**config.mk**
```make
export PLATFORM = sky130hd
export DESIGN_NAME = sync_frame_parser_xor_timeout_flat
export DESIGN_NICKNAME = d
export VERILOG_FILES = /design/src/hw/rtl/sfp_pkg.sv /design/src/hw/rtl/sfp_item_if.sv /design/src/hw/rtl/sfp_result_if.sv /design/src/hw/rtl/sync_frame_parser_xor_timeout.sv /design/src/flat_wrapper.sv
export SDC_FILE = /design/constraint.sdc
export NUM_CORES = 1
export LEC_CHECK = 0
export ABC_AREA = 1
export BUFFER_PORTS_ARGS = -buffer_cell sky130_fd_sc_hd__buf_4
export CELL_PAD_IN_SITES_DETAIL_PLACEMENT = 0
export CELL_PAD_IN_SITES_GLOBAL_PLACEMENT = 1
export CORE_MARGIN = 2
export CORE_UTILIZATION = 47
export CTS_CLUSTER_SIZE = 30
export DETAILED_ROUTE_END_ITERATION = 7
export GPL_ROUTABILITY_DRIVEN = 1
export PLACE_DENSITY_LB_ADDON = 0.15
export RECOVER_POWER = 50
export SLEW_MARGIN = 20
export SYNTH_ARGS = -nofsm -noshare
export SYNTH_HDL_FRONTEND = slang
export SYNTH_SLANG_ARGS = --single-unit
```
**constraint.sdc**
```tcl
create_clock -name clk -period 6.1 [get_ports clk]
set_input_delay 1.22 -clock clk [delete_from_list [all_inputs] [get_ports clk]]
set_output_delay 1.22 -clock clk [all_outputs]
set_load 0.02 [all_outputs]
```
**src/hw/rtl/sfp_pkg.sv**
```systemverilog
// sfp_pkg: shared types and constants for the sync frame parser with timeout
// no dependencies; used by the channel interfaces and the top level
package sfp_pkg;

	localparam logic [7:0] SYNC_FIRST  = 8'hAA;
	localparam logic [7:0] SYNC_SECOND = 8'h55;
	localparam int         PAYLOAD_LEN = 4;
	localparam int         IDX_W       = $clog2(PAYLOAD_LEN);

	localparam logic [15:0] TIMEOUT_RST  = 16'd300;
	localparam logic [7:0]  MIN_STEP_RST = 8'd5;

	localparam int ADDR_W = 3;
	localparam int DATA_W = 32;

	localparam logic REG_TIMEOUT  = 1'b0;
	localparam logic REG_MIN_STEP = 1'b1;

	localparam logic OP_BYTE = 1'b0;
	localparam logic OP_POLL = 1'b1;

	typedef enum logic [1:0] {
		PH_HUNT    = 2'd0,
		PH_SYNC2   = 2'd1,
		PH_PAYLOAD = 2'd2,
		PH_CHECK   = 2'd3
	} phase_t;

	typedef struct packed {
		logic        operation;
		logic [7:0]  data_byte;
		logic [31:0] now_ms;
	} item_t;

	typedef struct packed {
		logic               frame_done;
		logic signed [15:0] pan_error;
		logic signed [15:0] tilt_error;
		logic [31:0]        step_ms;
		logic [31:0]        frame_count;
		logic               motors_stop;
	} result_t;

endpackage

```
**src/hw/rtl/sfp_item_if.sv**
```systemverilog
// sfp_item_if: valid/ready channel carrying one input item (byte or poll)
// depends on sfp_pkg
interface sfp_item_if;
	import sfp_pkg::*;

	logic        valid;
	logic        ready;
	logic        operation;
	logic [7:0]  data_byte;
	logic [31:0] now_ms;

	modport source (output valid, operation, data_byte, now_ms, input ready);
	modport sink   (input valid, operation, data_byte, now_ms, output ready);
endinterface

```
**src/hw/rtl/sfp_result_if.sv**
```systemverilog
// sfp_result_if: valid/ready channel carrying one parser result
// depends on sfp_pkg
interface sfp_result_if;
	import sfp_pkg::*;

	logic               valid;
	logic               ready;
	logic               frame_done;
	logic signed [15:0] pan_error;
	logic signed [15:0] tilt_error;
	logic [31:0]        step_ms;
	logic [31:0]        frame_count;
	logic               motors_stop;

	modport source (output valid, frame_done, pan_error, tilt_error, step_ms, frame_count,
		motors_stop, input ready);
	modport sink   (input valid, frame_done, pan_error, tilt_error, step_ms, frame_count,
		motors_stop, output ready);
endinterface

```
**src/hw/rtl/sync_frame_parser_xor_timeout.sv**
```systemverilog
// sync_frame_parser_xor_timeout: 0xAA 0x55 framed parser, xor checksum, frame timeout
// depends on sfp_pkg, sfp_item_if, sfp_result_if
//
//  channel   dir   handshake                    contents
//  items     in    valid/ready                  operation, data_byte, now_ms
//  results   out   valid/ready                  frame_done, pan/tilt, step, count, stop
//  apb       in    psel/penable/pwrite, pready  timeout_ms @0x0, min_step_ms @0x4
//
// one transaction per cycle sustained while results.ready holds high; items pass
// the input register, then the parse/timer logic into the result register
// reset clears the parse phase, counters, timestamps and latched pan/tilt
// a stalled result holds in the result register while the input register
// still takes one more transaction; ready drops only when both are full
module sync_frame_parser_xor_timeout (
	input  logic                      clk,
	input  logic                      arst_n,
	sfp_item_if.sink                  items,
	sfp_result_if.source              results,
	input  logic                      psel,
	input  logic                      penable,
	input  logic                      pwrite,
	input  logic [sfp_pkg::ADDR_W-1:0] paddr,
	input  logic [sfp_pkg::DATA_W-1:0] pwdata,
	output logic [sfp_pkg::DATA_W-1:0] prdata,
	output logic                      pready
);
	import sfp_pkg::*;

	logic [15:0] timeout_q;
	logic [7:0]  min_step_q;

	logic        valid_s1;
	item_t       item_s1;
	logic        adv;

	phase_t      phase_q, phase_d;
	logic [7:0]  store_q [PAYLOAD_LEN];
	logic [IDX_W-1:0] idx_q;
	logic [31:0] last_frame_q;
	logic [31:0] last_step_q;
	logic [31:0] good_frames_q;
	logic [15:0] pan_q;
	logic [15:0] tilt_q;

	logic        out_valid_q;
	result_t     res_q;

	logic        is_byte;
	logic [7:0]  sum_c;
	logic        done_c;
	logic [31:0] diff_step;
	logic [31:0] step_c;
	logic [31:0] since_frame;
	logic        stop_c;
	logic [15:0] pan_c;
	logic [15:0] tilt_c;
	logic [31:0] count_c;
	logic        cfg_wr;

	// configuration
	assign pready = 1'b1;
	assign cfg_wr = psel && penable && pwrite && pready;

	always_ff @(posedge clk or negedge arst_n) begin
		if (!arst_n) begin
			timeout_q  <= TIMEOUT_RST;
			min_step_q <= MIN_STEP_RST;
		end else if (cfg_wr) begin
			case (paddr[2])
				REG_TIMEOUT:  timeout_q  <= pwdata[15:0];
				REG_MIN_STEP: min_step_q <= pwdata[7:0];
				default:      timeout_q  <= timeout_q;
			endcase
		end
	end

	always_comb begin
		case (paddr[2])
			REG_TIMEOUT:  prdata = {16'd0, timeout_q};
			REG_MIN_STEP: prdata = {24'd0, min_step_q};
			default:      prdata = '0;
		endcase
	end

	// handshake
	assign adv         = valid_s1 && (!out_valid_q || results.ready);
	assign items.ready = !valid_s1 || adv;

	always_ff @(posedge clk or negedge arst_n) begin
		if (!arst_n) begin
			valid_s1 <= 1'b0;
		end else if (items.ready) begin
			valid_s1 <= items.valid;
		end
	end

	always_ff @(posedge clk) begin
		if (items.valid && items.ready) begin
			item_s1.operation <= items.operation;
			item_s1.data_byte <= items.data_byte;
			item_s1.now_ms    <= items.now_ms;
		end
	end

	// parse phase
	assign is_byte = item_s1.operation == OP_BYTE;
	assign sum_c   = store_q[0] ^ store_q[1] ^ store_q[2] ^ store_q[3];

	always_comb begin
		phase_d = phase_q;
		case (phase_q)
			PH_HUNT: begin
				if (item_s1.data_byte == SYNC_FIRST) phase_d = PH_SYNC2;
			end
			PH_SYNC2: begin
				if (item_s1.data_byte == SYNC_SECOND) phase_d = PH_PAYLOAD;
				else if (item_s1.data_byte != SYNC_FIRST) phase_d = PH_HUNT;
			end
			PH_PAYLOAD: begin
				if (idx_q == IDX_W'(PAYLOAD_LEN - 1)) phase_d = PH_CHECK;
			end
			PH_CHECK: begin
				if (item_s1.data_byte != sum_c && item_s1.data_byte == SYNC_FIRST)
					phase_d = PH_SYNC2;
				else
					phase_d = PH_HUNT;
			end
			default: phase_d = PH_HUNT;
		endcase
	end

	// frame and timeout datapath
	always_comb begin
		done_c      = is_byte && phase_q == PH_CHECK && item_s1.data_byte == sum_c;
		diff_step   = item_s1.now_ms - last_step_q;
		step_c      = {24'd0, min_step_q};
		if (last_step_q != 32'd0 && item_s1.now_ms > last_step_q
			&& diff_step >= {24'd0, min_step_q})
			step_c = diff_step;
		if (!done_c) step_c = 32'd0;
		since_frame = item_s1.now_ms - last_frame_q;
		stop_c      = !is_byte && since_frame > {16'd0, timeout_q};
		pan_c       = done_c ? {store_q[1], store_q[0]} : pan_q;
		tilt_c      = done_c ? {store_q[3], store_q[2]} : tilt_q;
		count_c     = done_c ? good_frames_q + 32'd1 : good_frames_q;
	end

	always_ff @(posedge clk or negedge arst_n) begin
		if (!arst_n) begin
			phase_q       <= PH_HUNT;
			idx_q         <= '0;
			last_frame_q  <= '0;
			last_step_q   <= '0;
			good_frames_q <= '0;
			pan_q         <= '0;
			tilt_q        <= '0;
		end else if (adv && is_byte) begin
			phase_q <= phase_d;
			if (phase_q == PH_SYNC2) idx_q <= '0;
			else if (phase_q == PH_PAYLOAD) idx_q <= idx_q + IDX_W'(1);
			if (done_c) begin
				last_frame_q  <= item_s1.now_ms;
				last_step_q   <= item_s1.now_ms;
				good_frames_q <= count_c;
				pan_q         <= pan_c;
				tilt_q        <= tilt_c;
			end
		end
	end

	always_ff @(posedge clk) begin
		if (adv && is_byte && phase_q == PH_PAYLOAD) store_q[idx_q] <= item_s1.data_byte;
	end

	// result register
	always_ff @(posedge clk or negedge arst_n) begin
		if (!arst_n) begin
			out_valid_q <= 1'b0;
		end else if (adv) begin
			out_valid_q <= 1'b1;
		end else if (results.ready) begin
			out_valid_q <= 1'b0;
		end
	end

	always_ff @(posedge clk) begin
		if (adv) begin
			res_q.frame_done  <= done_c;
			res_q.pan_error   <= pan_c;
			res_q.tilt_error  <= tilt_c;
			res_q.step_ms     <= step_c;
			res_q.frame_count <= count_c;
			res_q.motors_stop <= stop_c;
		end
	end

	assign results.valid       = out_valid_q;
	assign results.frame_done  = res_q.frame_done;
	assign results.pan_error   = res_q.pan_error;
	assign results.tilt_error  = res_q.tilt_error;
	assign results.step_ms     = res_q.step_ms;
	assign results.frame_count = res_q.frame_count;
	assign results.motors_stop = res_q.motors_stop;

	a_step_zero_without_frame: assert property (@(posedge clk) disable iff (!arst_n)
		(results.valid && !results.frame_done) |-> results.step_ms == 32'd0)
		else $error("step reported without a frame");

	a_frame_not_stop: assert property (@(posedge clk) disable iff (!arst_n)
		(results.valid && results.frame_done) |-> !results.motors_stop)
		else $error("frame and stop in one result");

	a_count_increments: assert property (@(posedge clk) disable iff (!arst_n)
		(adv && done_c) |=> good_frames_q == $past(good_frames_q) + 32'd1)
		else $error("frame count did not advance");

	a_payload_full: assert property (@(posedge clk) disable iff (!arst_n)
		(phase_q == PH_CHECK && $past(phase_q) == PH_PAYLOAD) |-> idx_q == '0)
		else $error("checksum phase entered before four payload bytes");

	a_no_drop: assert property (@(posedge clk) disable iff (!arst_n)
		(out_valid_q && !results.ready) |=> out_valid_q)
		else $error("stalled result lost");

endmodule

```
**src/flat_wrapper.sv**
```systemverilog
// flat-port wrapper written by rule: the top's interface ports become plain ports
module sync_frame_parser_xor_timeout_flat import sfp_pkg::*;
  (clk, arst_n, psel, penable, pwrite, paddr, pwdata, prdata, pready, items_valid, items_operation, items_data_byte, items_now_ms, items_ready, results_valid, results_frame_done, results_pan_error, results_tilt_error, results_step_ms, results_frame_count, results_motors_stop, results_ready);
  sfp_item_if items_i ();
  sfp_result_if results_i ();
  input  logic clk;
  input  logic arst_n;
  input  logic psel;
  input  logic penable;
  input  logic pwrite;
  input  logic [sfp_pkg::ADDR_W-1:0] paddr;
  input  logic [sfp_pkg::DATA_W-1:0] pwdata;
  output logic [sfp_pkg::DATA_W-1:0] prdata;
  output logic pready;
  input wire logic [$bits(items_i.valid)-1:0] items_valid;
  input wire logic [$bits(items_i.operation)-1:0] items_operation;
  input wire logic [$bits(items_i.data_byte)-1:0] items_data_byte;
  input wire logic [$bits(items_i.now_ms)-1:0] items_now_ms;
  output wire logic [$bits(items_i.ready)-1:0] items_ready;
  output wire logic [$bits(results_i.valid)-1:0] results_valid;
  output wire logic [$bits(results_i.frame_done)-1:0] results_frame_done;
  output wire logic [$bits(results_i.pan_error)-1:0] results_pan_error;
  output wire logic [$bits(results_i.tilt_error)-1:0] results_tilt_error;
  output wire logic [$bits(results_i.step_ms)-1:0] results_step_ms;
  output wire logic [$bits(results_i.frame_count)-1:0] results_frame_count;
  output wire logic [$bits(results_i.motors_stop)-1:0] results_motors_stop;
  input wire logic [$bits(results_i.ready)-1:0] results_ready;
  assign items_i.valid = items_valid;
  assign items_i.operation = items_operation;
  assign items_i.data_byte = items_data_byte;
  assign items_i.now_ms = items_now_ms;
  assign items_ready = items_i.ready;
  assign results_valid = results_i.valid;
  assign results_frame_done = results_i.frame_done;
  assign results_pan_error = results_i.pan_error;
  assign results_tilt_error = results_i.tilt_error;
  assign results_step_ms = results_i.step_ms;
  assign results_frame_count = results_i.frame_count;
  assign results_motors_stop = results_i.motors_stop;
  assign results_i.ready = results_ready;
  sync_frame_parser_xor_timeout u_core (.clk(clk), .arst_n(arst_n), .items(items_i), .results(results_i), .psel(psel), .penable(penable), .pwrite(pwrite), .paddr(paddr), .pwdata(pwdata), .prdata(prdata), .pready(pready));
endmodule
```
### After elaboration in Yosys (flattened, before gate mapping)

Memory sizes are Yosys's and may differ from the RTL's.
Index checks and enable logic that the tools add are counted.

* register bits after elaboration: 265
* bits of input ports: 83
* memories: 1
* RAM bits: 32
* output and inout port bits: 133

* order comparisons: 3
* mux-type cells: 17
* eq/ne operators: 12
* bitwise logic cells: 5
* reductions and logical operators: 26
* add/sub/neg operators: 3

Memories
* u_core.store_q: depth 4, width 8, read ports 4, clocked after Yosys merged registers in 0, write ports 1, line sync_frame_parser_xor_timeout.sv:37 `logic [7:0] store_q [PAYLOAD_LEN];`

Operator list (number)
* $pmux W32 S2: 1
* $add A32 B1 Y32 const B: 1
* $ge A32 B8 Y1: 1
* $gt A32 B16 Y1: 1
* $gt A32 B32 Y1: 1
* $mux W16: 2
* $mux W32: 1
* $reduce_bool A32 Y1: 1
* $sub A32 B32 Y32: 1
* $xor A8 B8 Y8: 3
* $logic_and A1 B1 Y1: 12
* $mux W2: 6
* $reduce_and A2 Y1: 5
* $eq A8 B7 Y1 const B: 1
* $eq A8 B8 Y1: 1
* $eq A8 B8 Y1 const B: 1
* $mux W8: 1
* $ne A8 B8 Y1: 1
* $ne A8 B8 Y1 const B: 1
* $pmux W2 S4: 1
* $eq A2 B2 Y1 const B: 3
* $mux W1: 5
* $ne A2 B1 Y1 const B: 2
* $reduce_and A4 Y1: 1
* other kinds (8): 12

### Depth between registers and ports, before layout

Gate-level depths: netlist of run 1.
An unclocked memory read counts as a cell.

* depth in word-level cells: 8
* mapped depth: 23

### Least setup slack after synthesis of run 1

No wires, ideal clock.

* path kind: input to register
* start point: input results_ready
* end point: register, netlist name u_core.results.frame_count[0]
* setup slack: 2.290 ns
* arrival time: 3.359 ns
* stages on the path: 4
* data required time: 5.649 ns
* cell sequence: inv_1 nand2_1 nand2_1 inv_1

* word-level cells in the longest chain between the ends: 2

Ends and longest elaborated chain
* from (decl): line flat_wrapper.sv:27 `input wire logic [$bits(results_i.ready)-1:0] results_ready;`
* $logic_or A1 B1 Y1: line sync_frame_parser_xor_timeout.sv:86 `assign adv = valid_s1 && (!out_valid_q || results.ready);`
* $logic_and A1 B1 Y1: line sync_frame_parser_xor_timeout.sv:86
* via u_core.adv: line sync_frame_parser_xor_timeout.sv:34 `logic adv;`

The timed path passes the listed nets, and every way through them passes these cells.
A chain may end at the register's enable or synchronous reset.

### Worst setup path in the final report of run 1

* start point: input results_ready
* end point: register, netlist name u_core.results.pan_error[4]

* word-level cells in the longest chain between the ends: 2

Ends and longest elaborated chain (line)
* $logic_or A1 B1 Y1: sync_frame_parser_xor_timeout.sv:86
* $logic_and A1 B1 Y1: sync_frame_parser_xor_timeout.sv:86
* via u_core.adv: sync_frame_parser_xor_timeout.sv:34

The timed path passes the listed nets, and every way through them passes these cells.

==> results.json, run 1 <==
{
  "cts_tree": "built",
  "hold_viol": 0,
  "synthDistinctLibCells": 44,
  "place.gp.congestion": 0.8606,
  "num_vias": 12173,
  "clk_pin_slew_ns": 0.06,
  "synthTopCellsByArea": "edfxtp_1 (32%), dfrtp_1 (19%), nand2_1 (17%)",
  "io_buffer_count": 180,
  "nets": 2211,
  "yosys.area.top_type_share_pct": 32.17,
  "layout_common_cells": "nand2_1 (707), inv_1 (261), edfxtp_1 (171), nor2_1 (124), dfrtp_1 (120)",
  "synth_area_mm2": 0.01596,
  "peakVddDrop_mv": 0.2164,
  "whs_ns": 0.4784,
  "crit_buf_inv": 4,
  "fin_skew_ns": 0.01981,
  "rows": 67,
  "clock.fmax_ghz": 0.2149,
  "drtIter0Drc": 756,
  "crit_family": "buffers and inverters",
  "die_x_um": 188.3,
  "worst_path_largest_cell_delay_ns": 2.06,
  "path_cells": "clkbuf_1, inv_1, nand2_1, nand2_1, clkinvlp_2, buf_4",
  "postCtsSetupBuffers": 0,
  "rr_startpoint": "u_core.results.valid",
  "drc_errors": 0,
  "synth_top_cell_by_area": "edfxtp_1",
  "syn2layout_area_growth_pct": 15.76,
  "arrival_ns": 4.83,
  "gr-total-overflow": 0,
  "dr.pass1.iters": 5,
  "insertion_delay_ns": 0.51,
  "drive_above_1_share_pct": 9.732,
  "worstSetupPathType": "in -> reg",
  "cp-start-kind": "primary input",
  "min_period_ns": 4.654,
  "final_common_cell": "nand2_1",
  "ys_seq_elements": 297,
  "async_reset_ff_share_pct": 42.42,
  "antenna_left": 0,
  "violations": "capacitance limit, slew limit",
  "setup_tns_ns": 0,
  "path_common_cell": "nand2_1",
  "min_path_type": "reg -> reg",
  "synth.avg_cell_area_um2": 8.467,
  "dp_cells": 2473,
  "core_mm2": 0.03345,
  "p_leak_nw": 8.859,
  "worst_path_max_delay_cell": "clkinvlp_2",
  "track_usage_pct": 22.15,
  "rsz0062_at_grt": "false",
  "yosys_warnings": 0,
  "cts.sinks": 297,
  "synthCells": 1885,
  "dieArea_mm2": 0.03545,
  "crit_start": "results_ready",
  "slew_violations": 217,
  "worst_pin_slew_ns": 3.551,
  "numCtsBuffers": 34,
  "finalSetupViolCount": 0,
  "ctsResizeCount": 0,
  "period_share_pct": 76.29,
  "yosysSeqAreaShare_pct": 51.98,
  "routedWlPerCell_um": 15.14,
  "power_density_mw_per_mm2": 284.3,
  "synth_edf_count": 171,
  "hold_start": "u_core.pan_q[7]",
  "cp-end-kind": "flop",
  "power.total_mw": 5.253,
  "grt_pass1_wl_mm": 62.49,
  "ys.flop_type": "edfxtp_1",
  "antenna_found_initial": 1,
  "grt_max_degree": 86,
  "status": "complete, but fails checks",
  "routed_via_density": 4.802,
  "dieHeight_um": 188.3,
  "cp_max_fo": 52,
  "cap_violations": 4,
  "htreeDepth": 2,
  "wirelength_mm": 38.39,
  "cts_root_buf": "clkbuf_16",
  "io_pins": 216,
  "postCtsHoldBufs": 0,
  "start_util_pct": 47.72,
  "relSlewSlack_pct": -136.7,
  "required_ns": 6.28,
  "grt_pass1_vias": 11967,
  "clock_path_buffers": 3,
  "dpl.hpwl_mm": 28.24,
  "final_cells": 2535
}
worst register-to-register path, stage by stage, from the launching register on:
cell and delay [ns]:
dfrtp_1 0.37, nand2_1 0.09, nand2_1 0.18, clkinvlp_2 2.06, buf_4 1.09
where the power goes:
group          internal (mW)  leakage [nW]  switching (mW)  total (mW)
Sequential              2.31          3.18          0.0738        2.39
Combinational          0.245          5.12           0.523       0.768
Clock                   1.29         0.560           0.806        2.10
Total                   3.85          8.86            1.40        5.25
Yosys cell counts, types with 5 or more instances:
cell type and count:
nand2_1 708, inv_1 262, edfxtp_1 171, nor2_1 124, dfrtp_1 120, o21ai_0 78
ha_1 66, a21oi_1 53, xor2_1 52, nand3_1 36, xnor2_1 25, nor3_1 24
buf_4 23, nand4_1 21, buf_2 17, clkbuf_1 15, o21ai_1 15, nor4_1 13
nand2_2 8, buf_6 6, dfstp_2 6, inv_2 6, nand3_2 5, nor3_2 5
metal layers:
metal | track usage, % | vias up | wire length [µm]
met2 | 37.16 | 249 | 18030
met4 | 5.754 | 0 | 821
met1 | 30.38 | 5601 | 17970
met3 | 3.017 | 55 | 1565
li1 | - | 6268 | -
met5 | 0 | - | 0
final timing paths:
check                      cells past startpoint  slack, ns                           to
max in group asynchronous                      2       1.74      u_core.last_frame_q[18]
max reg2reg                                    4       1.97  u_core.results.pan_error[4]
max                                            6       1.45  u_core.results.pan_error[4]
min                                            2       0.48              u_core.pan_q[7]
min reg2reg                                    2       0.48              u_core.pan_q[7]
min in group asynchronous                      1       0.62     u_core.good_frames_q[22]
through the flow:
step                cell area, µm²  util, %  setup WS, ns
finish                       18480    55.24         1.446
detailed placement           17610    52.66         2.138
CTS                          18770    56.13         2.113
global placement             17610    52.66         2.170
floorplan                    16020        -         2.290
global route                 18480    55.24        0.9222
registers in the layout, indices dropped and copies added, names as in the netlist, 2 cells and up, named ones only:
| signal | flops |
|---|---|
| u_core.item_s1 | 41 |
| u_core.idx_q | 2 |
| u_core.min_step_q | 8 |
| u_core.last_frame_q | 32 |
| u_core.pan_q | 16 |
| u_core.results.pan_error | 16 |
| u_core.results.frame_count | 32 |
| u_core.results.tilt_error | 16 |
| u_core.store_q | 32 |
| u_core.results.step_ms | 32 |
| u_core.timeout_q | 16 |
| u_core.good_frames_q | 32 |
| u_core.tilt_q | 16 |
final cells by class:
type                       instances  area [µm²]
fill                            3204       14970
antenna                            1       2.502
clock buffer                      42       922.1
timing repair buffer             187        1116
multi-input combinational       1273        6332
tap                              448       560.5
inverter                         268        1007
clock inverter                    19       239.0
sequential                       297        8295
cells by family (layout without fill, tap and decap cells):
logic type               after synthesis  after routing  synth area share, %
AND/OR/NAND/NOR                      958            958                24.58
buffers and inverters                330            516                8.717
flip-flops                           297            297                51.98
AO/OA/AOI/OAI                        153            153                5.049
XOR/XNOR                              78             78                4.327
adder cells (fa/ha/maj)               67             67                5.299
other                                  2             18              0.04705
No activity file was read; power rests on OpenSTA's default activity.
==> run 2, diff against run 1 <==
--- a/config.mk
+++ b/config.mk
@@ -10,7 +10,7 @@
 export CELL_PAD_IN_SITES_DETAIL_PLACEMENT = 0
 export CELL_PAD_IN_SITES_GLOBAL_PLACEMENT = 1
 export CORE_MARGIN = 2
-export CORE_UTILIZATION = 47
+export CORE_UTILIZATION = 44
 export CTS_CLUSTER_SIZE = 30
 export DETAILED_ROUTE_END_ITERATION = 7
 export GPL_ROUTABILITY_DRIVEN = 1
==> constraint.sdc (replaced) <==
create_clock -name clk -period 4.51 [get_ports clk]
set_input_delay 0.902 -clock clk [delete_from_list [all_inputs] [get_ports clk]]
set_output_delay 0.902 -clock clk [all_outputs]
set_load 0.02 [all_outputs]
==> run 2 against run 1 <==
Compared with the run above: the run ends with DRC, capacitance limit, slew limit left; global-route usage down 0.80 points; sequential cell count unchanged; critical path depth up 13; clock power up 30%; total power up 34%; wire length up 2.5%; setup slack worse by 0.78 ns; cell area up 0.43%; critical endpoint is now u_core.results.step_ms[16].
==> results.json, run 2 (synthesized netlist as in run 1, its figures left out) <==
{
  "final_common_cell": "nand2_1",
  "clk_pin_slew_ns": 0.06,
  "power.total_mw": 7.027,
  "start_util_pct": 44.76,
  "io_buffer_count": 180,
  "numCtsBuffers": 35,
  "relSlewSlack_pct": -60.03,
  "num_vias": 12205,
  "rows": 69,
  "wirelength_mm": 39.35,
  "cap_violations": 5,
  "core_mm2": 0.03566,
  "dr.pass1.iters": 8,
  "dpl.hpwl_mm": 29.24,
  "crit_start": "u_core.item_s1[6]",
  "drc_errors": 13,
  "p_switching_mw": 1.951,
  "drtIter0Drc": 678,
  "top_register": "u_core.item_s1",
  "largest_reg_flops": 41,
  "final_cells": 2551,
  "antenna_left": 0,
  "pwr-share-clk_pct": 38.8,
  "cts.sinks": 297,
  "intPower_mw": 5.077,
  "postCtsHoldBufs": 0,
  "required_ns": 4.78,
  "layout_common_cells": "nand2_1 (707), inv_1 (261), edfxtp_1 (171), nor2_1 (124), dfrtp_1 (120)",
  "grt_pass1_vias": 11952,
  "hold_start": "u_core.tilt_q[8]",
  "p_comb_share_pct": 15.2,
  "insertion_delay_ns": 0.56,
  "slew_violations": 216,
  "p_leak_nw": 8.947,
  "finalSetupViolCount": 0,
  "place.gp.congestion": 0.8623,
  "cp-end-kind": "flop",
  "switching_share_pct": 27.76,
  "clock_path_buffers": 3,
  "dieHeight_um": 194.5,
  "cts_root_buf": "clkbuf_16",
  "worst_pin_slew_ns": 2.400,
  "drive_above_1_share_pct": 10.91,
  "nets": 2212,
  "peakVddDrop_mv": 0.2918,
  "grt_max_degree": 103,
  "hold_viol": 0,
  "io_pins": 216,
  "rr_startpoint": "u_core.item_s1[6]",
  "cp_max_fo": 24,
  "period_share_pct": 85.21,
  "die_x_um": 194.5,
  "postCtsSetupBuffers": 0,
  "htreeDepth": 2,
  "cts_tree": "built",
  "violations": "DRC, capacitance limit, slew limit",
  "ctsResizeCount": 0,
  "routedWlPerCell_um": 15.42,
  "whs_ns": 0.4792,
  "setup_tns_ns": 0,
  "fin_skew_ns": 0.02457,
  "rsz0062_at_grt": "false",
  "min_period_ns": 3.843,
  "syn2layout_area_growth_pct": 16.25,
  "track_usage_pct": 21.35,
  "grt_pass1_wl_mm": 63.89,
  "dp_cells": 2486,
  "gr-total-overflow": 0,
  "num-fill-cells": 3445,
  "arrival_ns": 4.12,
  "routed_via_density": 4.784,
  "power_density_mw_per_mm2": 378.7,
  "worstSetupPathType": "reg -> reg",
  "status": "complete, but fails checks",
  "antenna_found_initial": 1,
  "clock.fmax_ghz": 0.2602,
  "utilization_pct": 52.04,
  "min_path_type": "reg -> reg",
  "cp-start-kind": "flop",
  "dieArea_mm2": 0.03781,
  "pwr-share-seq_pct": 46.0
}
run 2: final timing paths:
kind	to	slack [ns]	depth (start not counted)
worst max-delay path	u_core.results.step_ms[16]	0.67	19
worst min-delay path	u_core.tilt_q[8]	0.48	2
worst max register to register	u_core.results.step_ms[16]	0.67	19
worst min register to register	u_core.tilt_q[8]	0.48	2
max in group asynchronous	u_core.last_frame_q[8]	0.87	2
min in group asynchronous	u_core.good_frames_q[22]	1.07	1
run 2: layer usage:
| layer | vias up | routed length, µm | global-route usage [%] |
|---|---|---|---|
| li1 | 6277 | - | - |
| met1 | 5594 | 17950 | 28.58 |
| met2 | 276 | 18500 | 35.26 |
| met3 | 58 | 1804 | 3.713 |
| met4 | 0 | 1098 | 7.066 |
| met5 | - | 0 | 0 |
run 2: stage by stage:
step	worst slack, ns	cell area (µm²)
after floorplan	1.018	16020
after global placement	0.7000	17650
after detailed placement	0.6305	17650
after CTS	0.6099	18770
after global routing	0.1446	18550
final	0.6669	18550
run 2: layout make-up:
cell class              count  area (µm²)  share of cell area, %
clock inverters            18       178.9                 0.9643
flip-flops and latches    297        8295                  44.71
diodes                      1       2.502                0.01349
inverters                 268        1007                  5.429
repair buffers            187        1224                  6.595
well taps                 461       576.8                  3.109
multi-input cells        1273        6332                  34.13
clock buffers              46       937.1                  5.051
run 2: power groups by stage:
stage / logic [mW] / clock network [mW] / registers, mW
final: 1.06 / 2.73 / 3.23
after global routing: 1.20 / 2.92 / 3.26
after CTS: 1.13 / 2.80 / 3.23
after detailed placement: 1.12 / 0 / 3.28
after global placement: 1.11 / 0 / 3.28
after floorplan: 0.574 / 0 / 3.38
run 2: critical path: stages (launching register included):
cell      delay [ns]
edfxtp_1        0.40
ha_1            0.40
nand2_1         0.16
inv_1           0.08
nand2_1         0.05
nand2_1         0.07
inv_1           0.05
nand2_2         0.11
xor2_1          0.30
ha_1            0.33
nand4_1         0.10
nor3_1          0.06
nor3_1          0.16
nand3_1         0.11
nor2_1          0.10
nand3_1         0.07
nor2_1          0.22
nand3_4         0.13
nand3_2         0.53
nor2_1          0.11
==> run 3, diff against run 2 <==
--- a/config.mk
+++ b/config.mk
@@ -6,13 +6,13 @@
 export NUM_CORES = 1
 export LEC_CHECK = 0
 export ABC_AREA = 1
-export BUFFER_PORTS_ARGS = -buffer_cell sky130_fd_sc_hd__buf_4
 export CELL_PAD_IN_SITES_DETAIL_PLACEMENT = 0
 export CELL_PAD_IN_SITES_GLOBAL_PLACEMENT = 1
 export CORE_MARGIN = 2
-export CORE_UTILIZATION = 44
+export CORE_UTILIZATION = 48
 export CTS_CLUSTER_SIZE = 30
 export DETAILED_ROUTE_END_ITERATION = 7
+export DONT_BUFFER_PORTS = 1
 export GPL_ROUTABILITY_DRIVEN = 1
 export PLACE_DENSITY_LB_ADDON = 0.15
 export RECOVER_POWER = 50
==> run 3 against run 2 <==
Compared with the run above: the run ends with capacitance limit, slew limit left; register-to-register slack barely moved; maximum frequency barely moved; critical path type unchanged; worst hold slack got worse by 0.42 ns.
==> results.json, run 3 (synthesized netlist as in run 1, its figures left out) <==
{
  "status": "complete, but fails checks",
  "violations": "capacitance limit, slew limit",
  "power_density_mw_per_mm2": 398.4,
  "track_usage_pct": 21.99,
  "cap_violations": 1,
  "io_buffer_count": 0,
  "antenna_left": 0,
  "p_switching_mw": 1.876,
  "slew_violations": 83,
  "io_pins": 216,
  "final_cells": 2353,
  "drc_errors": 0,
  "largest_reg_flops": 41,
  "worstSetupPathType": "reg -> reg",
  "min_path_type": "in -> async",
  "antenna_found_initial": 2,
  "grt_pass1_vias": 11145,
  "nets": 2032,
  "gr-total-overflow": 0,
  "cp-start-kind": "flop",
  "die_x_um": 186.3,
  "cts_tree": "built",
  "clock_path_buffers": 3,
  "p_comb_share_pct": 10.6,
  "routedWlPerCell_um": 15.96,
  "clock.fmax_ghz": 0.2600,
  "worst_pin_slew_ns": 1.840,
  "dieArea_mm2": 0.03472,
  "cts_root_buf": "clkbuf_16",
  "dr.pass1.iters": 5,
  "htreeDepth": 2,
  "finalSetupViolCount": 0,
  "setup_tns_ns": 0,
  "utilization_pct": 53.39,
  "top_register": "u_core.item_s1",
  "rr_startpoint": "u_core.item_s1[0]",
  "wl_met2_mm": 17.42,
  "intPower_mw": 5.062,
  "rows": 66,
  "switching_share_pct": 27.04,
  "routed_via_density": 4.902,
  "pwr-share-clk_pct": 40.8,
  "grt_max_degree": 127,
  "whs_ns": 0.06084,
  "grt_pass1_wl_mm": 60.91,
  "dpl.hpwl_mm": 27.12,
  "period_share_pct": 85.28,
  "required_ns": 4.74,
  "p_leak_nw": 8.275,
  "insertion_delay_ns": 0.53,
  "num-fill-cells": 3068,
  "dieHeight_um": 186.3,
  "clk_pin_slew_ns": 0.06,
  "reg2reg_to": "u_core.results.step_ms[17]",
  "rsz0062_at_grt": "false",
  "pwr-share-seq_pct": 48.6,
  "drive_above_1_share_pct": 5.398,
  "place.gp.congestion": 0.8538,
  "num_vias": 11535,
  "fin_skew_ns": 0.01465,
  "syn2layout_area_growth_pct": 9.118,
  "dp_cells": 2287,
  "cp_max_fo": 24,
  "min_period_ns": 3.846,
  "peakVddDrop_mv": 0.3168,
  "met3_wirelength_mm": 1.986,
  "postCtsSetupBuffers": 0,
  "drtIter0Drc": 800,
  "core_mm2": 0.03262,
  "ff2ff_setup_slack_ns": 0.66,
  "worst_r2r_path_depth": 18,
  "cts.sinks": 297,
  "layout_common_cells": "nand2_1 (707), inv_1 (260), edfxtp_1 (171), nor2_1 (124), dfrtp_1 (120)",
  "met1_length_mm": 17.14,
  "hold_viol": 0,
  "ctsResizeCount": 0,
  "relSlewSlack_pct": -22.92,
  "numCtsBuffers": 35,
  "wirelength_mm": 37.55,
  "postCtsHoldBufs": 0,
  "arrival_ns": 4.08,
  "routed.top_layer": "met4",
  "start_util_pct": 48.93,
  "final_common_cell": "nand2_1",
  "cp-end-kind": "flop"
}
run 3: cell count changes in the layout (fill, tap and decap cells not counted), moves of 2 or more:
| cell | before | now |
|---|---|---|
| buf_4 | 94 | 6 |
| bufinv_16 | 2 | 4 |
| clkbuf_1 | 63 | 8 |
| clkbuf_4 | 36 | 0 |
| clkinv_2 | 9 | 4 |
| clkinvlp_4 | 1 | 5 |
| diode_2 | 1 | 3 |
run 3: worst max path at each step:
stage	from	endpoint	cells past startpoint
5_1_grt	u_core.item_s1[0]	u_core.results.step_ms[17]	18
4_1_cts	u_core.item_s1[0]	u_core.results.step_ms[18]	18
6_report	u_core.item_s1[0]	u_core.results.step_ms[17]	18
3_3_place_gp	u_core.item_s1[0]	u_core.results.step_ms[27]	18
3_5_place_dp	u_core.item_s1[0]	u_core.results.step_ms[29]	18
2_1_floorplan	results_ready	u_core.results.frame_count[0]	4
run 3: through the flow:
step	total power, mW	setup WS, ns	area (µm²)
floorplan	3.957	1.018	16020
global placement	4.142	0.7325	16250
detailed placement	4.160	0.6681	16250
CTS	7.022	0.6555	17410
global route	7.255	0.2969	17410
finish	6.938	0.6637	17420
run 3: layout make-up:
type | count | area, µm² | share of cell area, %
timing repair buffer | 7 | 65.06 | 0.3736
antenna | 3 | 7.507 | 0.04311
tap | 442 | 553.0 | 3.176
clock inverter | 18 | 219.0 | 1.257
sequential | 297 | 8295 | 47.63
multi-input combinational | 1273 | 6332 | 36.36
inverter | 268 | 1010 | 5.798
clock buffer | 45 | 933.4 | 5.360
run 3: metal layers:
metal,vias to the layer above,global-route usage [%]
met2,288,35.89
met5,-,0
met4,0,6.892
met1,5273,30.00
met3,58,3.837
li1,5916,-
run 3: critical path: stages, from the launching register on:
cell and delay (ns):
edfxtp_1 0.38, inv_1 0.07, ha_1 0.13, inv_1 0.07, fa_1 0.46, nand3_1 0.12
nand3_1 0.14, xor2_1 0.33, ha_1 0.30, nand4_1 0.11, nor3_1 0.06, nor3_1 0.14
nand3_1 0.10, nor2_1 0.10, nand3_1 0.07, nor2_1 0.23, nand3_4 0.14, nand3_2 0.50
a21oi_1 0.11
run 3: power groups by stage:
stage / registers [mW] / clock network [mW] / logic [mW]
final: 3.37 / 2.83 / 0.734
after global routing: 3.39 / 3.02 / 0.840
after CTS: 3.37 / 2.91 / 0.743
after detailed placement: 3.42 / 0 / 0.739
after global placement: 3.42 / 0 / 0.725
after floorplan: 3.38 / 0 / 0.574
